**config.mk**
```make
export PLATFORM = sky130hd
export DESIGN_NAME = ipgp_ram
export DESIGN_NICKNAME = d
export VERILOG_FILES = /design/src/hdl/ipgp_ram.sv
export SDC_FILE = /design/constraint.sdc
export NUM_CORES = 2
export LEC_CHECK = 0
export ABC_AREA = 1
export BUFFER_PORTS_ARGS = -buffer_cell sky130_fd_sc_hd__buf_2
export CORE_ASPECT_RATIO = 1.4
export CORE_UTILIZATION = 35
export CTS_BUF_LIST = sky130_fd_sc_hd__clkbuf_8
export DETAILED_ROUTE_END_ITERATION = 10
export GPL_TIMING_DRIVEN = 0
export HOLD_SLACK_MARGIN = 0.15
export SLEW_MARGIN = 10
export SYNTH_ARGS = -nofsm -noshare
export SYNTH_HDL_FRONTEND = slang
export SYNTH_SLANG_ARGS = --single-unit
```
**constraint.sdc**
```tcl
create_clock -name clk -period 1.7 [get_ports clk]
set_clock_uncertainty 0.05 [all_clocks]
set_input_delay 0.17 -clock clk [delete_from_list [all_inputs] [get_ports clk]]
set_output_delay 0.17 -clock clk [all_outputs]
set_load 0.02 [all_outputs]
```
**src/hdl/ipgp_ram.sv**
```systemverilog
// ----------------------------------------------------------------------------
// ipgp_ram
// generic simple dual-port ram, one write and one registered read per cycle
// ----------------------------------------------------------------------------
module ipgp_ram #(
    parameter int WIDTH = 8,
    parameter int DEPTH = 256
) (
    input  logic                     clk,
    input  logic                     we,
    input  logic [$clog2(DEPTH)-1:0] waddr,
    input  logic [WIDTH-1:0]         wdata,
    input  logic [$clog2(DEPTH)-1:0] raddr,
    output logic [WIDTH-1:0]         rdata
);

    logic [WIDTH-1:0] mem_reg [DEPTH];
    logic [WIDTH-1:0] rdata_reg;

    always_ff @(posedge clk)
    begin
        if (we)
        begin
            mem_reg[waddr] <= wdata;
        end
        rdata_reg <= mem_reg[raddr];
    end

    assign rdata = rdata_reg;

endmodule

```
==> metrics.txt <==
largest net degree at the start of global routing=136; Comb pwr share=0.091; post-placement cell count=10,150; worst-skew pair later-pin latency=1030 ps; non-filler instance count after layout=10,760; starting density of the core=0.353; fin. max-slew vios=0; Nets=7,442; Distinct cells, synth=14; #FFs+latches synth=2,056; drt pass-1 iters=9; Clock power frac=0.375; core area=0.237 mm²; yosys warns=0; worst min path class=input port to register; synthesized cell area=0.0834 mm²; initial antenna violation count=22; reg2reg path depth=10; Post-Synth Adder-Cell Area=0; leakage power=33.8 nW; Avg Inst Size Synth=11.9 µm²; total grt overflow=0; Pwr per Cell Area=1080 mW/mm²; Die Area=0.240 mm²; worst setup path class=input port to register; share of cells above drive strength 1=0.172; Int Pwr=0.0766 W; GRT Total Usage=0.312; xor/xnor share of the synthesized area=0; Net Sw Power=0.0281 W; detailed-route wire length per cell=35.6 µm; Max Fanout on Critical Path=10; die width=415 µm; port bufs=26; Simple-Gate Fraction of Synth Area=0.229; CTS tree=yes; post-layout min period=2020 ps; clock transition at the registers of the reported paths=70 ps; Largest register FFs=2,048; sequential share of power=0.534; vias=62,680; ANT nets after route=0; final hold viol count=0; most frequent cells in the layout=nand2_1 (2,107), edfxtp_1 (2,048), nand3_1 (1,822); Max Freq=495 MHz; Starting DRT DRC Count=8,981; Finish-stage setup viols=678; post-synthesis cell count=7,003; clk root buf=clkbuf_8; Sw Share=0.268; drt total wl=383,000 µm; Sinks on Clock Net=2,056; Max Cap Viol=0; CP required=2250 ps; RSZ-0062 raised after global routing=yes; first-pass GRT wire length=507,000 µm; final period utilization=1.19; VDD IR max=0.589 mV; syn nets=7,029; Data arrival, critical path=2570 ps; clock buffer depth=4; residual DRC count=0; status=complete, but fails checks; placer congestion estimate=1.01; Synth-to-Final Area Change=16.7%; complex-gate fraction of the synthesized area=0; Post-DP HPWL=265,000 µm; CTS buffer count=318; commonest non-fill, non-tap cell in the layout=nand2_1; relative slew slack=0.139; io pins=34; Least-Margin Pin Slew=1290 ps; Vias/cell=5.83; Die Y-Extent=580 µm; post-route setup slack=-320 ps; failing checks=negative setup slack; row count=211; fraction of synthesized area in multiplexers=0; Setup crit end kind=register; WHS Path Cells=5; main combinational cell family by area after synthesis=simple AND/OR/NAND/NOR gates; CP startpoint kind=input port; register area share after synthesis=0.739; H-tree levels=5; number of global-route vias before repair=59,377; post-place setup slack=-2510 ps
[critical path, cell delays in order]
cell      delay, ps
buf_2           200
nor2_1          130
inv_1           110
nor2_1          160
nand2_1         470
clkbuf_4        570
nor2_2          690
[power groups by stage]
stage          Clock [W]  Combinational, W  Sequential, W
6_report          0.0393           0.00954         0.0559
5_1_grt           0.0412           0.00957         0.0559
4_1_cts           0.0391           0.00875         0.0559
3_5_place_dp           0           0.00845         0.0570
3_3_place_gp           0           0.00822         0.0572
2_1_floorplan          0           0.00345         0.0570
[Yosys cell counts (all sizes together)]
master / number / area (µm²)
nand3: 2019 / 10100
inv: 39 / 149
edfxtp: 2048 / 61500
dfxtp: 8 / 160
clkbuf: 112 / 420
nand2: 2123 / 7970
nor2: 283 / 1060
buf: 371 / 2030
[cell families after synthesis]
family                 Yosys count
and+or+nand+nor               4425
DFF                           2056
buffers and inverters          522
[timing repair]
item	in CTS	in global routing
endpoints found under the hold margin	2035	9
hold buffers	23	5
endpoints found under the setup margin	1319	1013
gates resized for setup	456	377
pin swaps	14	60
buffers inserted	3	3
[path summary, 6_finish.rpt]
check | end | slack (ps) | start
max reg2reg | rdata[1]$_DFF_P_ | -260 | mem_reg[130][1]$_DFFE_PP_
max | mem_reg[208][2]$_DFFE_PP_ | -320 | waddr[1]
min reg2reg | rdata[7]$_DFF_P_ | 1030 | mem_reg[150][7]$_DFFE_PP_
min | mem_reg[239][7]$_DFFE_PP_ | 80 | waddr[5]
[layer usage]
metal  wire length (µm)  vias to the layer above  part of all wire  track usage
li1                   -                    25792                 -            -
met1             127000                    30967              0.33        0.340
met2             179000                     4564              0.47        0.505
met3              37500                     1353             0.098       0.0763
met4              38900                        4              0.10        0.284
met5                 34                        -          0.000089      0.00236
[metrics by stage]
stage	instance area (µm²)	power [W]	setup TNS (ps)	utilization	hold WS [ps]
floorplan	83400	0.0605	-1170	-	219
global placement	87400	0.0654	-9517410	0.369	521
detailed placement	88300	0.0654	-2378930	0.373	430
CTS	95600	0.104	-42910	0.404	38.3
global route	97300	0.107	-46360	0.411	97.0
finish	97300	0.105	-58440	0.411	84.2
[final cells by class]
type,instances,area [µm²]
fill,22343,139000
multi-input combinational,4425,21700
timing repair buffer,93,1330
tap,3088,3860
antenna,27,67.6
clock inverter,222,1110
clock buffer,327,4500
buffer,483,2970
sequential,2056,61700
inverter,39,149
(Power assumes the default switching activity.)
