### src/hdl/ipgp_pkg.sv
// ----------------------------------------------------------------------------
// ipgp_pkg
// shared types and constants of the pixel get/put unit
// ----------------------------------------------------------------------------
package ipgp_pkg;

    // image store geometry
    localparam int STORE_BYTES = 65536;
    localparam int STORE_AW    = $clog2(STORE_BYTES);
    localparam int MAX_DIM     = 4096;
    localparam int MAX_PLANES  = 32;

    // datapath widths
    localparam int ROW_W  = 28;   // line_bytes * y
    localparam int SLAB_W = 29;   // line_bytes * height
    localparam int ADDR_W = 30;   // row plus column offset
    localparam int SPAN_W = 34;   // slab * (planes - 1)
    localparam int SUM_W  = 35;   // span plus base
    localparam int OFF_W  = 14;   // column byte offset
    localparam int CNT_W  = 6;    // access count, up to MAX_PLANES
    localparam int IDX_W  = 5;    // access index

    // register map, word index
    localparam logic [2:0] REG_FORMAT      = 3'd0;
    localparam logic [2:0] REG_PIXEL_SIZE  = 3'd1;
    localparam logic [2:0] REG_LINE_BYTES  = 3'd2;
    localparam logic [2:0] REG_WIDTH       = 3'd3;
    localparam logic [2:0] REG_HEIGHT      = 3'd4;
    localparam logic [2:0] REG_MSB_FIRST   = 3'd5;
    localparam logic [2:0] REG_PLANE_COUNT = 3'd6;

    // image format codes
    localparam logic [1:0] FMT_PACKED = 2'd0;
    localparam logic [1:0] FMT_BITMAP = 2'd1;
    localparam logic [1:0] FMT_PLANES = 2'd2;

    // packed pixel size codes
    localparam logic [1:0] PSZ_1  = 2'd0;
    localparam logic [1:0] PSZ_8  = 2'd1;
    localparam logic [1:0] PSZ_16 = 2'd2;
    localparam logic [1:0] PSZ_32 = 2'd3;

    typedef struct packed {
        logic [1:0]  image_format;
        logic [1:0]  pixel_size_code;
        logic [15:0] line_bytes;
        logic [12:0] image_width;
        logic [12:0] image_height;
        logic        msb_first;
        logic [5:0]  plane_count;
    } cfg_t;

    typedef struct packed {
        logic        action;
        logic [11:0] pos_x;
        logic [11:0] pos_y;
        logic [31:0] pixel_value;
    } req_t;

    typedef struct packed {
        logic [31:0] read_value;
        logic        ok;
    } rsp_t;

endpackage

### src/hdl/ipgp_cfg.sv
// ----------------------------------------------------------------------------
// ipgp_cfg
// configuration register file behind the apb port
// ----------------------------------------------------------------------------
module ipgp_cfg (
    input  logic                clk,
    input  logic                rst_n,
    input  logic                wr_en,
    input  logic [2:0]          idx,
    input  logic [31:0]         wdata,
    output logic [31:0]         rdata,
    output ipgp_pkg::cfg_t      cfg
);

    ipgp_pkg::cfg_t cfg_reg;

    always_ff @(posedge clk or negedge rst_n)
    begin
        if (!rst_n)
        begin
            cfg_reg.image_format    <= ipgp_pkg::FMT_PACKED;
            cfg_reg.pixel_size_code <= ipgp_pkg::PSZ_32;
            cfg_reg.line_bytes      <= '0;
            cfg_reg.image_width     <= '0;
            cfg_reg.image_height    <= '0;
            cfg_reg.msb_first       <= 1'b0;
            cfg_reg.plane_count     <= 6'd1;
        end
        else if (wr_en)
        begin
            unique case (idx)
                ipgp_pkg::REG_FORMAT:      cfg_reg.image_format    <= wdata[1:0];
                ipgp_pkg::REG_PIXEL_SIZE:  cfg_reg.pixel_size_code <= wdata[1:0];
                ipgp_pkg::REG_LINE_BYTES:  cfg_reg.line_bytes      <= wdata[15:0];
                ipgp_pkg::REG_WIDTH:       cfg_reg.image_width     <= wdata[12:0];
                ipgp_pkg::REG_HEIGHT:      cfg_reg.image_height    <= wdata[12:0];
                ipgp_pkg::REG_MSB_FIRST:   cfg_reg.msb_first       <= wdata[0];
                ipgp_pkg::REG_PLANE_COUNT: cfg_reg.plane_count     <= wdata[5:0];
                default:                   ;
            endcase
        end
    end

    always_comb
    begin
        unique case (idx)
            ipgp_pkg::REG_FORMAT:      rdata = {30'd0, cfg_reg.image_format};
            ipgp_pkg::REG_PIXEL_SIZE:  rdata = {30'd0, cfg_reg.pixel_size_code};
            ipgp_pkg::REG_LINE_BYTES:  rdata = {16'd0, cfg_reg.line_bytes};
            ipgp_pkg::REG_WIDTH:       rdata = {19'd0, cfg_reg.image_width};
            ipgp_pkg::REG_HEIGHT:      rdata = {19'd0, cfg_reg.image_height};
            ipgp_pkg::REG_MSB_FIRST:   rdata = {31'd0, cfg_reg.msb_first};
            ipgp_pkg::REG_PLANE_COUNT: rdata = {26'd0, cfg_reg.plane_count};
            default:                   rdata = '0;
        endcase
    end

    assign cfg = cfg_reg;

endmodule

### config.mk
export PLATFORM = sky130hd
export DESIGN_NAME = ipgp_cfg
export DESIGN_NICKNAME = d
export VERILOG_FILES = /design/src/hdl/ipgp_pkg.sv /design/src/hdl/ipgp_cfg.sv
export SDC_FILE = /design/constraint.sdc
export NUM_CORES = 1
export LEC_CHECK = 0
export ABC_CLOCK_PERIOD_IN_PS = 3000
export BUFFER_PORTS_ARGS = -buffer_cell sky130_fd_sc_hd__buf_2
export CAP_MARGIN = 20
export CORE_AREA = 2 2 85 87
export DETAILED_ROUTE_END_ITERATION = 16
export DIE_AREA = 0 0 87 89
export PLACE_DENSITY_LB_ADDON = 0.3
export SKIP_CTS_REPAIR_TIMING = 1
export SYNTH_ARGS = -nofsm -noshare
export SYNTH_HDL_FRONTEND = slang
export SYNTH_SLANG_ARGS = --single-unit
### constraint.sdc
create_clock -name clk -period 3 [get_ports clk]
set_input_delay 0.6 -clock clk [delete_from_list [all_inputs] [get_ports clk]]
set_output_delay 0.6 -clock clk [all_outputs]
set_load 0.01 [all_outputs]
==> results.yml <==
pwr:
  power.ir.vdd_worst_uv: 276
  power_mw: 2.10
  power.density_nw_per_um2: 659
  p_leak_nw: 1.59
timing:
  finalSetupViolations: 0
  max_slew.worst_pin.slew_ns: 0.840
  relSlewSlack: 0.440
  unrepaired_setup_endpoints_after_global_routing: "false"
  final_min_period_over_clock_period: 0.823
  timing_max_transition_violations_final: 0
  final_hold_viol_count: 0
  finalWorstPathRequiredPeriod_ns: 2.47
  timing.setup.tns_ns: 0
  fin_worst_skew_ns: 0
  clock.fmax_mhz: 405
  final_critical_path_setup_slack_ns: 0.531
global_routing:
  globalRouteMet1Util: 0.214
  grt_most_used_layer: "met2"
  first_pass_grt_wire_length_um: 9160
  grt.met3_usage: 0.0360
  first_global_vias: 1729
  overflow: 0
  met2_track_usage_gr: 0.249
  grt_max_degree: 54
  antenna_violations_before_repair: 0
  grt.total_usage: 0.155
synth:
  synth_top_cells_by_count: "dfrtp_1, mux2_2, buf_4, mux2i_1, mux2_4"
  syn-cell-area_um2: 2630
  yosysSeqAreaShare: 0.506
  synth-edff-count: 0
  ys_warn_count: 0
  synth.avg_cell_area_um2: 13.6
  synth_top_area_cell: "dfrtp_1"
  post_synth_inst_count: 193
  synthTopCellsByArea: "dfrtp_1, mux2_2, mux2i_1"
  synth_most_common_cell: "dfrtp_1"
  yosys.cell_types.count: 30
  synthDominantCellAreaShare: 0.476
  synth-async-reset-ratio: 1.00
  synth_seq_cells: 53
  synth_flop_cell: "dfrtp_1"
layout:
  largest_register_ffs: 53
  area.growth.synth_to_final_pct: 21.4
  layout.cell_area.non_filler_um2: 3190
  layout.filler_cells: 639
  final_layout_size_suffix_gt1_frac: 0.569
  layout.nets: 320
  area_used_by_multi_input_combinational_logic_um2: 1150
  insertedDiodeCount: 0
  regArea_um2: 1330
floorplanning:
  die_y_um: 89
  floorplan.rows: 30
  chipWidth_um: 87
  design.die.area_um2: 7740
  ios: 123
  floorplan.initialDensity: 0.391
  core_region_area_um2: 6720
critical_path:
  worstPathCellList: "buf_2 -> nand2b_1 -> nor2_1 -> o2bb2ai_1 -> buf_2"
  timing.critical_path.to_type: "output port"
  worst-endpoint-arrival_ns: 1.87
  criticalPathCategory: "input pin to output port"
  crit_required_ns: 2.40
  worstPathMaxFanout: 17
  critical_path_startpoint_category: "input pin"
  cpMaxStageDelayCell: "nor2_1"
  critical_path_s_most_frequent_cell: "buf_2"
  slowest_delay_ns: 0.45
clock_tree:
  clock_sinks: 53
  tritoncts.num_buffers: 5
  tritoncts_clock_tree: "done"
  max-clock-path-buffers: 2
  clk_transition_reported_paths_ns: 0.10
  ctsRootBufferMaster: "clkbuf_8"
  clock_latency_ns: 0.29
  cts.htree.levels: 2
place:
  gp_congestion: 0.704
  numPortBuffers: 90
  place_hpwl_um: 4130
  placement.setup.worst_slack_ns: 0.496
  post_dp_area_um2: 3070
flow_run:
  drv_cap: 0
route:
  detail_route.drc_violations: 0
  drt_first_iter_violations: 67
  drt.antenna.violating_nets: 0
  avgRoutedWirePerCell_um: 16.2
  via_per_inst: 4.99
  routed_wl_um: 5900
  detailroute.via_count: 1810
  firstDrtPassIters: 6
min_path:
  hold_path_class: "input pin to asynchronous set/reset pin"
status:
  outcome: "finished clean"
[worst max-delay path: cells and delay by family]
family,cells,cell delay (ns)
compound gates,1,0.17
buf+inv,2,0.37
simple gates,2,0.72
[routing by layer]
| metal | part of all wire | up-vias |
|---|---|---|
| met4 | 0.0087 | 0 |
| met3 | 0.059 | 6 |
| li1 | - | 841 |
| met2 | 0.48 | 70 |
| met1 | 0.45 | 893 |
| met5 | 0 | - |
[cell usage in the layout (no fill, tap or decap)]
master     instances
nor2b_1            1
conb_1            16
inv_1              1
buf_2             90
a31oi_1            1
dfstp_2            3
mux2_4            10
and4b_1            1
o221ai_1           1
buf_4              5
nor2_4             1
bufinv_16          1
nand2b_1           5
nand4b_1           1
nand2_1            1
nor3_1             2
nor2_1             3
o21a_1             1
o32ai_1            1
clkbuf_8           6
nand3b_1           1
clkbuf_1           1
or2_1              1
a21oi_1            1
dfrtp_1           50
mux2_2            45
a22oi_1            1
o2bb2ai_1          6
mux2i_1           17
o22ai_1            5
nor3b_1            4
[where the power goes]
group	internal [mW]	switching (mW)
clock	0.272	0.225
combinational	0.322	0.286
sequential	0.879	0.118
[worst paths after layout]
check | start | to | slack (ns) | depth (start not counted)
setup / recovery | idx[1] | rdata[11] | 0.53 | 5
hold reg to reg | cfg[52] | cfg[52] | 0.53 | 1
setup reg to reg | cfg[18] | cfg[18] | 2.21 | 1
min in group clk | wdata[15] | cfg[48] | 0.52 | 2
hold / removal | rst_n | cfg[48] | 0.41 | 2
max in group asynchronous | rst_n | cfg[9] | 2.15 | 2
[per-stage QoR]
stage | utilization | std cells | hold slack, ns
after floorplan | - | 208 | 0.304
after global placement | 0.457 | 355 | 0.500
after detailed placement | 0.457 | 355 | 0.512
after CTS | 0.475 | 363 | 0.429
after global routing | 0.475 | 363 | 0.457
final | 0.475 | 363 | 0.410
[kinds of logic after synthesis]
logic type,Yosys count,synth area share
AOI/OAI and AO/OA,17,0.0486
buffers and inverters,29,0.0767
DFF,53,0.506
muxes,72,0.315
other,1,0.00143
and+or+nand+nor,21,0.0519
[final cells by class]
cell class	count	share of cell area
sequential	53	0.417
inverter	1	0.00118
clock inverter	1	0.00942
clock buffer	7	0.0271
timing repair buffer	95	0.153
multi-input combinational	126	0.361
tap	80	0.0314
No activity file was read; power rests on OpenSTA's default activity.
